--- src/sv/fdpc_pkg.sv ---
// Shared constants for the fan duty controller: default widths, register
// indexes, operation codes and register reset values. No dependencies.
package fdpc_pkg;

    localparam int DUTY_BITS_DEF = 8;
    localparam int TEMP_BITS_DEF = 13;
    localparam int HYST_BITS     = 12;
    localparam int GAIN_BITS     = 12;
    localparam int GAIN_SHIFT    = 8;   // gain carries four fraction bits, temp four more
    localparam int REG_IDX_BITS  = 3;

    typedef enum logic [REG_IDX_BITS-1:0] {
        REG_AUTO_MODE    = 3'd0,
        REG_SETPOINT     = 3'd1,
        REG_HYSTERESIS   = 3'd2,
        REG_GAIN         = 3'd3,
        REG_SAFETY_TEMP  = 3'd4,
        REG_DUTY_FLOOR   = 3'd5,
        REG_DUTY_CEILING = 3'd6,
        REG_RAMP_STEP    = 3'd7
    } reg_idx_t;

    typedef enum logic {
        OP_SAMPLE = 1'b0,
        OP_SET    = 1'b1
    } op_t;

    localparam int RST_AUTO_MODE    = 1;
    localparam int RST_SETPOINT     = 640;
    localparam int RST_HYSTERESIS   = 32;
    localparam int RST_GAIN         = 320;
    localparam int RST_SAFETY_TEMP  = 1280;
    localparam int RST_DUTY_FLOOR   = 50;
    localparam int RST_DUTY_CEILING = 255;
    localparam int RST_RAMP_STEP    = 5;

endpackage

--- src/sv/fdpc_target.sv ---
// Target duty law: set requests, safety override, deadband, proportional term and clamps.
// Pure combinational; uses fdpc_pkg.
module fdpc_target #(
    parameter int DUTY_BITS = fdpc_pkg::DUTY_BITS_DEF,
    parameter int TEMP_BITS = fdpc_pkg::TEMP_BITS_DEF
) (
    input  logic                          operation,
    input  logic [TEMP_BITS-1:0]          temperature,
    input  logic [DUTY_BITS-1:0]          duty_request,
    input  logic [DUTY_BITS-1:0]          goal_now,
    input  logic                          auto_mode,
    input  logic [TEMP_BITS-1:0]          setpoint,
    input  logic [fdpc_pkg::HYST_BITS-1:0] hysteresis,
    input  logic [fdpc_pkg::GAIN_BITS-1:0] gain,
    input  logic [TEMP_BITS-1:0]          safety_temp,
    input  logic [DUTY_BITS-1:0]          duty_floor,
    input  logic [DUTY_BITS-1:0]          duty_ceiling,
    output logic [DUTY_BITS-1:0]          goal_next,
    output logic                          safety_active
);
    import fdpc_pkg::*;

    localparam int ERR_W  = TEMP_BITS + 1;
    localparam int CMP_W  = (ERR_W > HYST_BITS) ? ERR_W : HYST_BITS;
    localparam int PROD_W = TEMP_BITS + GAIN_BITS;
    localparam int P_W    = PROD_W - GAIN_SHIFT;
    localparam int CL_W   = (P_W > DUTY_BITS) ? P_W : DUTY_BITS;

    logic signed [ERR_W-1:0]  err;
    logic        [ERR_W-1:0]  mag;
    logic                     in_band;
    logic                     err_pos;
    logic        [PROD_W-1:0] prod;
    logic        [CL_W-1:0]   scaled;
    logic        [CL_W-1:0]   floored;
    logic        [CL_W-1:0]   clamped;
    logic                     at_safety;

    always_comb
    begin
        err       = $signed({temperature[TEMP_BITS-1], temperature})
                  - $signed({setpoint[TEMP_BITS-1], setpoint});
        mag       = err[ERR_W-1] ? ERR_W'(-err) : ERR_W'(err);
        in_band   = CMP_W'(mag) < CMP_W'(hysteresis);
        err_pos   = !err[ERR_W-1] && (err != '0);
        // positive error fits TEMP_BITS unsigned
        prod      = PROD_W'(err[TEMP_BITS-1:0]) * PROD_W'(gain);
        scaled    = CL_W'(prod[PROD_W-1:GAIN_SHIFT]);
        floored   = (scaled < CL_W'(duty_floor)) ? CL_W'(duty_floor) : scaled;
        clamped   = (floored > CL_W'(duty_ceiling)) ? CL_W'(duty_ceiling) : floored;
        at_safety = $signed(temperature) >= $signed(safety_temp);

        goal_next     = goal_now;
        safety_active = 1'b0;
        if (operation == OP_SET)
        begin
            goal_next = (duty_request > duty_ceiling) ? duty_ceiling : duty_request;
        end
        else if (at_safety)
        begin
            safety_active = 1'b1;
            goal_next     = duty_ceiling;
        end
        else if (auto_mode)
        begin
            priority if (in_band)
            begin
                goal_next = goal_now;
            end
            else if (!err_pos)
            begin
                goal_next = '0;
            end
            else
            begin
                goal_next = clamped[DUTY_BITS-1:0];
            end
        end
    end

endmodule

--- src/sv/fan_duty_p_control_ramp_unit.sv ---
// Top level of the fan duty controller: input register, duty/goal state,
// slew limiter and output register. Uses fdpc_pkg and fdpc_target.
//
// Fan duty controller with a proportional law, deadband and slew limit. Each
// transaction either sets a requested target duty or carries a temperature
// sample; each produces exactly one result transaction with the ramped duty,
// the target and a safety flag. An item passes an input register and then the
// result register before its result is offered, and one item per cycle is
// sustained while m_tready holds: the duty/goal update for an item completes
// as it leaves the input register, ahead of the next one. Configuration
// registers are written through the write port; the user must write them
// only while no transaction is in flight. The block does not enforce this.
module fan_duty_p_control_ramp_unit #(
    parameter int DUTY_BITS = fdpc_pkg::DUTY_BITS_DEF,
    parameter int TEMP_BITS = fdpc_pkg::TEMP_BITS_DEF,
    localparam int IN_W   = ((TEMP_BITS + DUTY_BITS + 7) / 8) * 8,
    localparam int OUT_W  = ((2 * DUTY_BITS + 7) / 8) * 8,
    localparam int CFG_W0 = (TEMP_BITS > fdpc_pkg::HYST_BITS) ? TEMP_BITS : fdpc_pkg::HYST_BITS,
    localparam int CFG_W  = (CFG_W0 > DUTY_BITS) ? CFG_W0 : DUTY_BITS
) (
    input  logic                              clk,
    input  logic                              rst_n,
    input  logic                              s_tvalid,
    output logic                              s_tready,
    input  logic [IN_W-1:0]                   s_tdata,   // temperature, duty_request, zero pad
    input  logic                              s_tuser,   // operation
    output logic                              m_tvalid,
    input  logic                              m_tready,
    output logic [OUT_W-1:0]                  m_tdata,   // duty, target_duty, zero pad
    output logic                              m_tuser,   // safety_active
    input  logic                              cfg_wr_en,
    input  logic [fdpc_pkg::REG_IDX_BITS-1:0] cfg_index,
    input  logic [CFG_W-1:0]                  cfg_data
);
    import fdpc_pkg::*;

    // configuration
    logic                 auto_mode_reg;
    logic [TEMP_BITS-1:0] setpoint_reg;
    logic [HYST_BITS-1:0] hysteresis_reg;
    logic [GAIN_BITS-1:0] gain_reg;
    logic [TEMP_BITS-1:0] safety_temp_reg;
    logic [DUTY_BITS-1:0] duty_floor_reg;
    logic [DUTY_BITS-1:0] duty_ceiling_reg;
    logic [DUTY_BITS-1:0] ramp_step_reg;

    // input stage
    logic                 in_valid_reg;
    logic                 in_op_reg;
    logic [TEMP_BITS-1:0] in_temp_reg;
    logic [DUTY_BITS-1:0] in_req_reg;

    // state
    logic [DUTY_BITS-1:0] duty_reg;
    logic [DUTY_BITS-1:0] duty_next;
    logic [DUTY_BITS-1:0] goal_reg;
    logic [DUTY_BITS-1:0] goal_next;
    logic                 safe_next;

    // output stage
    logic                 out_valid_reg;
    logic [DUTY_BITS-1:0] out_duty_reg;
    logic [DUTY_BITS-1:0] out_goal_reg;
    logic                 out_safe_reg;

    logic                 out_free;
    logic                 advance;
    logic                 s_fire;
    logic [DUTY_BITS:0]   duty_plus;
    logic [DUTY_BITS:0]   goal_plus;

    always_ff @(posedge clk or negedge rst_n)
    begin
        if (!rst_n)
        begin
            auto_mode_reg    <= 1'(RST_AUTO_MODE);
            setpoint_reg     <= TEMP_BITS'(RST_SETPOINT);
            hysteresis_reg   <= HYST_BITS'(RST_HYSTERESIS);
            gain_reg         <= GAIN_BITS'(RST_GAIN);
            safety_temp_reg  <= TEMP_BITS'(RST_SAFETY_TEMP);
            duty_floor_reg   <= DUTY_BITS'(RST_DUTY_FLOOR);
            duty_ceiling_reg <= DUTY_BITS'(RST_DUTY_CEILING);
            ramp_step_reg    <= DUTY_BITS'(RST_RAMP_STEP);
        end
        else if (cfg_wr_en)
        begin
            unique case (reg_idx_t'(cfg_index))
                REG_AUTO_MODE:    auto_mode_reg    <= cfg_data[0];
                REG_SETPOINT:     setpoint_reg     <= cfg_data[TEMP_BITS-1:0];
                REG_HYSTERESIS:   hysteresis_reg   <= cfg_data[HYST_BITS-1:0];
                REG_GAIN:         gain_reg         <= cfg_data[GAIN_BITS-1:0];
                REG_SAFETY_TEMP:  safety_temp_reg  <= cfg_data[TEMP_BITS-1:0];
                REG_DUTY_FLOOR:   duty_floor_reg   <= cfg_data[DUTY_BITS-1:0];
                REG_DUTY_CEILING: duty_ceiling_reg <= cfg_data[DUTY_BITS-1:0];
                REG_RAMP_STEP:    ramp_step_reg    <= cfg_data[DUTY_BITS-1:0];
                default:          ;
            endcase
        end
    end

    assign out_free = !out_valid_reg || m_tready;
    assign advance  = in_valid_reg && out_free;
    assign s_tready = !in_valid_reg || out_free;
    assign s_fire   = s_tvalid && s_tready;

    always_ff @(posedge clk or negedge rst_n)
    begin
        if (!rst_n)
        begin
            in_valid_reg <= 1'b0;
        end
        else if (s_tready)
        begin
            in_valid_reg <= s_tvalid;
        end
    end

    always_ff @(posedge clk)
    begin
        if (s_fire)
        begin
            in_op_reg   <= s_tuser;
            in_temp_reg <= s_tdata[TEMP_BITS-1:0];
            in_req_reg  <= s_tdata[TEMP_BITS +: DUTY_BITS];
        end
    end

    fdpc_target #(
        .DUTY_BITS (DUTY_BITS),
        .TEMP_BITS (TEMP_BITS)
    ) u_target (
        .operation     (in_op_reg),
        .temperature   (in_temp_reg),
        .duty_request  (in_req_reg),
        .goal_now      (goal_reg),
        .auto_mode     (auto_mode_reg),
        .setpoint      (setpoint_reg),
        .hysteresis    (hysteresis_reg),
        .gain          (gain_reg),
        .safety_temp   (safety_temp_reg),
        .duty_floor    (duty_floor_reg),
        .duty_ceiling  (duty_ceiling_reg),
        .goal_next     (goal_next),
        .safety_active (safe_next)
    );

    // slew toward the new goal, never past it; a set request leaves duty alone
    always_comb
    begin
        duty_plus = {1'b0, duty_reg} + {1'b0, ramp_step_reg};
        goal_plus = {1'b0, goal_next} + {1'b0, ramp_step_reg};
        duty_next = duty_reg;
        if (in_op_reg == OP_SAMPLE)
        begin
            priority if (duty_reg < goal_next)
            begin
                duty_next = (duty_plus > {1'b0, goal_next}) ? goal_next
                                                            : duty_plus[DUTY_BITS-1:0];
            end
            else if (duty_reg > goal_next)
            begin
                duty_next = ({1'b0, duty_reg} < goal_plus) ? goal_next
                                                           : duty_reg - ramp_step_reg;
            end
            else
            begin
                duty_next = duty_reg;
            end
        end
    end

    always_ff @(posedge clk or negedge rst_n)
    begin
        if (!rst_n)
        begin
            duty_reg      <= '0;
            goal_reg      <= '0;
            out_valid_reg <= 1'b0;
        end
        else
        begin
            if (advance)
            begin
                duty_reg <= duty_next;
                goal_reg <= goal_next;
            end
            if (out_free)
            begin
                out_valid_reg <= in_valid_reg;
            end
        end
    end

    always_ff @(posedge clk)
    begin
        if (advance)
        begin
            out_duty_reg <= duty_next;
            out_goal_reg <= goal_next;
            out_safe_reg <= safe_next;
        end
    end

    assign m_tvalid = out_valid_reg;
    assign m_tuser  = out_safe_reg;
    assign m_tdata  = OUT_W'({out_goal_reg, out_duty_reg});

`ifndef ASSERT_OFF
    a_safety_forces_ceiling: assert property (@(posedge clk) disable iff (!rst_n)
        m_tvalid && m_tuser |-> m_tdata[2*DUTY_BITS-1:DUTY_BITS] == duty_ceiling_reg)
        else $error("safety result without ceiling target");

    a_set_keeps_duty: assert property (@(posedge clk) disable iff (!rst_n)
        advance && (in_op_reg == OP_SET) |=> $stable(duty_reg))
        else $error("duty moved on a set request");

    a_no_overshoot_up: assert property (@(posedge clk) disable iff (!rst_n)
        advance && (duty_reg <= goal_next) |=> duty_reg <= goal_reg)
        else $error("ramp overshot the goal");
`endif

endmodule
--- config.mk ---
export PLATFORM = sky130hd
export DESIGN_NAME = fan_duty_p_control_ramp_unit
export DESIGN_NICKNAME = d
export VERILOG_FILES = /design/src/sv/fdpc_pkg.sv /design/src/sv/fdpc_target.sv /design/src/sv/fan_duty_p_control_ramp_unit.sv
export SDC_FILE = /design/constraint.sdc
export NUM_CORES = 1
export LEC_CHECK = 0
export BUFFER_PORTS_ARGS = -buffer_cell sky130_fd_sc_hd__buf_2
export CAP_MARGIN = 20
export CORE_MARGIN = 5
export CORE_UTILIZATION = 55
export DETAILED_ROUTE_END_ITERATION = 16
export PLACE_DENSITY = 0.75
export REMOVE_ABC_BUFFERS = 1
export SLEW_MARGIN = 20
export SYNTH_ARGS = -nofsm -noshare
export SYNTH_HDL_FRONTEND = slang
export SYNTH_SLANG_ARGS = --single-unit
--- constraint.sdc ---
create_clock -name clk -period 24.8 [get_ports clk]
set_input_delay 1.24 -clock clk [delete_from_list [all_inputs] [get_ports clk]]
set_output_delay 1.24 -clock clk [all_outputs]
set_load 0.05 [all_outputs]
==> summary.txt <==
Die
  – Starting Density: 0.558
  – Die Footprint: 0.0297 mm^2
  – Die width: 172 um
  – I/O pins: 65
  – Core Box Area: between 0.02 and 0.03 mm^2
  – Chip Height: between 150 and 200 um
  – Core Rows: between 50 and 60

Worst setup path
  – Slowest stage delay, CP: ~0.55 ns
  – Worst setup SP type: register
  – Critical path data required time: 25.08 ns
  – Worst Path Max Fanout: 16
  – Critical path type: reg -> reg
  – Crit path max-delay cell type: fa_1
  – Worst endpoint data arrival time: around 15 ns
  – Crit path top cell by count: a21oi_1
  – CP Capture Type: register

Route
  – Drt total wl: roughly 37,000 um
  – Met2 WL: around 18,000 um
  – WL met3: 2310 um
  – Met1 wire length: approximately 15,000 um
  – Initial drt markers: 828
  – # DRC: 0
  – Routed len/inst: around 18 um
  – Highest routed metal layer: met4
  – Via Count: between 10,000 and 15,000
  – Drt via density: between 5 and 6
  – ANT nets after route: 0
  – Pre-antenna DRT Iters: 5

Clock network
  – CTS tree: built
  – Clk buf depth: 2
  – Worst skew pair latency: approximately 0.42 ns
  – TritonCTS Buffers: 17
  – Clock Sink Count: approximately 130
  – Post-CTS sizing: 0
  – Hold_buf cts: 0
  – Setup Buffers After CTS: 0
  – H-tree Lvls: 4
  – CTS root buf: clkbuf_16
  – Clk slew on worst S/H paths: 0.07 ns

Layout
  – Net count reported at finish: 1,972
  – # fillers: around 2,300
  – # diodes: 0
  – Share of cells above drive strength 1: 0.125
  – P&R area growth vs syn: 8.72%

Logic synthesis
  – Mapped Avg Cell Area: between 9 and 10 um^2
  – Post-synthesis mux area share: 0.0465
  – Async SR Flop Fraction: 0.705
  – Post-Syn Area: between 0.01 and 0.015 mm^2
  – Top_reg_cell synth: dfrtp_1
  – Post-synth cell types: 73
  – Main combinational cell family by area after synthesis: adder cells
  – Cell count after synthesis: between 1,500 and 2,000
  – Simple-gate share of the synthesized area: 0.152
  – Synth Area in Compound Gates: 0.152
  – Adder-Cell Fraction of Synth Area: 0.301
  – Post-synth EDFFs: 39
  – Flops & latches, synth: about 130
  – Post-synthesis xor/xnor area fraction: 0.0284
  – Number of synthesis warnings: 0
  – Seq/Total Area, Yosys: 0.243

STA
  – Final TNS setup: 0 ns
  – Slew @ Worst Pin: approximately 0.86 ns
  – Unrepaired setup endpoints after global routing: no
  – Relative slew slack: 0.412
  – Max Freq: ~70 MHz
  – Setup Skew: between 0.01 and 0.015 ns
  – Final-report hold violation count: 0
  – Final setup fails: 0
  – Crit share post-route: 0.587
  – Slew Viols, Final: 0
  – Fin crit period: ~15 ns

Global routing
  – First-pass GRT wire length: between 60,000 and 70,000 um
  – GRT Util Overall: 0.258
  – Vias in the first global route: between 10,000 and 15,000
  – Remaining Overflow, GRT: 0
  – Largest net degree at the start of global routing: between 60 and 70
  – Initial antenna violation count: 0

Hold path
  – Class of the most critical hold timing path: reg -> reg

Placement
  – Routability cong.: about 0.96
  – PortBufs: 61
  – Detailed placer's ending HPWL: 28,000 um

Outcome
  – Outcome: complete, no violations

Job
  – Max Cap Viol: 0
-- area by class of cell --
cell class	count	area [um^2]	area share
multi-input cells	1177	9900	0.628
clock inverters	14	128	0.00810
inverters	238	893	0.0567
well taps	335	419	0.0266
flip-flops and latches	132	3520	0.224
repair buffers	79	443	0.0281
clock buffers	18	450	0.0286
-- cells in the final DEF, fill, tap and decap left out, types with 17 or more instances in the layout --
| master | netlist | routed |
|---|---|---|
| ha_1 | 168 | 168 |
| inv_1 | 238 | 238 |
| fa_1 | 113 | 113 |
| o21a_1 | 17 | 17 |
| o21ai_0 | 86 | 86 |
| and2_1 | 58 | 57 |
| dfstp_2 | 21 | 21 |
| mux2_2 | 51 | 51 |
| nand2b_1 | 19 | 19 |
| nor2b_1 | 33 | 33 |
| nand2_1 | 177 | 177 |
| clkbuf_16 | 0 | 18 |
| dfrtp_1 | 72 | 72 |
| a31oi_1 | 17 | 17 |
| xor2_1 | 22 | 21 |
| a21o_1 | 19 | 19 |
| xnor2_1 | 25 | 24 |
| buf_2 | 2 | 60 |
| a21oi_1 | 81 | 81 |
| buf_4 | 0 | 19 |
| nor2_1 | 80 | 80 |
| edfxtp_1 | 39 | 39 |
-- synthesized netlist by cell type, types with 4 or more instances --
library cell	count	area (um^2)
nand2_1	177	664
nor3_1	17	85.1
o22ai_1	11	68.8
xor2_1	22	193
o221a_2	5	56.3
dfstp_2	21	552
xnor2_1	25	219
nor3b_1	4	30.0
nand3b_1	4	30.0
a221oi_1	7	61.3
nand4_1	14	87.6
fa_1	113	2260
a211o_1	5	43.8
inv_1	238	893
o31ai_1	8	60.1
a31oi_1	17	106
o211ai_1	9	67.6
and3_1	5	31.3
o21a_1	17	128
o31a_1	5	43.8
a21oi_1	81	405
nor2b_1	33	206
nand2b_1	19	119
o221ai_1	4	35.0
a211oi_1	10	75.1
o21bai_1	6	45.0
nand3_1	12	60.1
a21o_1	19	143
clkbuf_1	52	195
o21ai_1	4	20.0
a2bb2oi_1	5	43.8
dfrtp_1	72	1800
nor4_1	8	50.1
a22oi_1	6	45.0
o21ai_0	86	430
ha_1	168	2100
edfxtp_1	39	1170
a2111oi_0	5	43.8
mux2i_1	10	100
nor4b_1	4	35.0
and2_1	58	363
mux2_2	51	574
nor2_1	80	300
buf_1	4	15.0
-- critical path: cells and delay by family, from the launching register on --
family                     cells  cell delay [ns]
buffers and inverters          8             0.97
adders and majority gates     12             4.68
and+or+nand+nor                7             1.21
DFF                            1             0.36
AOI/OAI and AO/OA             32             6.63
xor gates and xnor gates       3             0.52
-- per-layer routing --
metal,vias to the layer above,GRT usage
li1,5525,-
met1,5849,0.339
met2,407,0.438
met3,94,0.0373
met4,0,0.0868
met5,-,0
-- worst paths after layout --
check,startpoint,to,slack [ns],cells after the start
min in group asynchronous,rst_n,goal_reg[3],0.76,1
max in group asynchronous,rst_n,gain_reg[11],22.85,2
setup reg to reg,in_temp_reg[0],out_duty_reg[3],10.25,62
hold reg to reg,goal_reg[1],goal_reg[1],0.51,1
setup / recovery,in_temp_reg[0],out_duty_reg[3],10.25,62
hold / removal,goal_reg[1],goal_reg[1],0.51,1
-- through the flow --
step,setup slack (ns),cells,hold slack (ns),instance area (um^2),utilization
global placement,10.66,1961,0.487,15200,0.584
finish,10.25,1993,0.508,15800,0.606
global route,9.31,1993,0.524,15800,0.606
floorplan,11.09,1547,0.463,14300,-
detailed placement,10.49,1961,0.490,15200,0.584
CTS,10.36,1993,0.511,15700,0.606
-- cells by family (layout without fill, tap and decap cells) --
kind of cell,count (synthesis),in the layout
XOR/XNOR,47,47
AO/OA/AOI/OAI,337,337
AND/OR/NAND/NOR,451,451
buffers and inverters,296,349
flip-flops,132,132
multiplexers,61,61
adder cells (fa/ha/maj),281,281
Power is not shown: default switching activity piles up to over one toggle a cycle in this logic, so the estimate is an artifact.
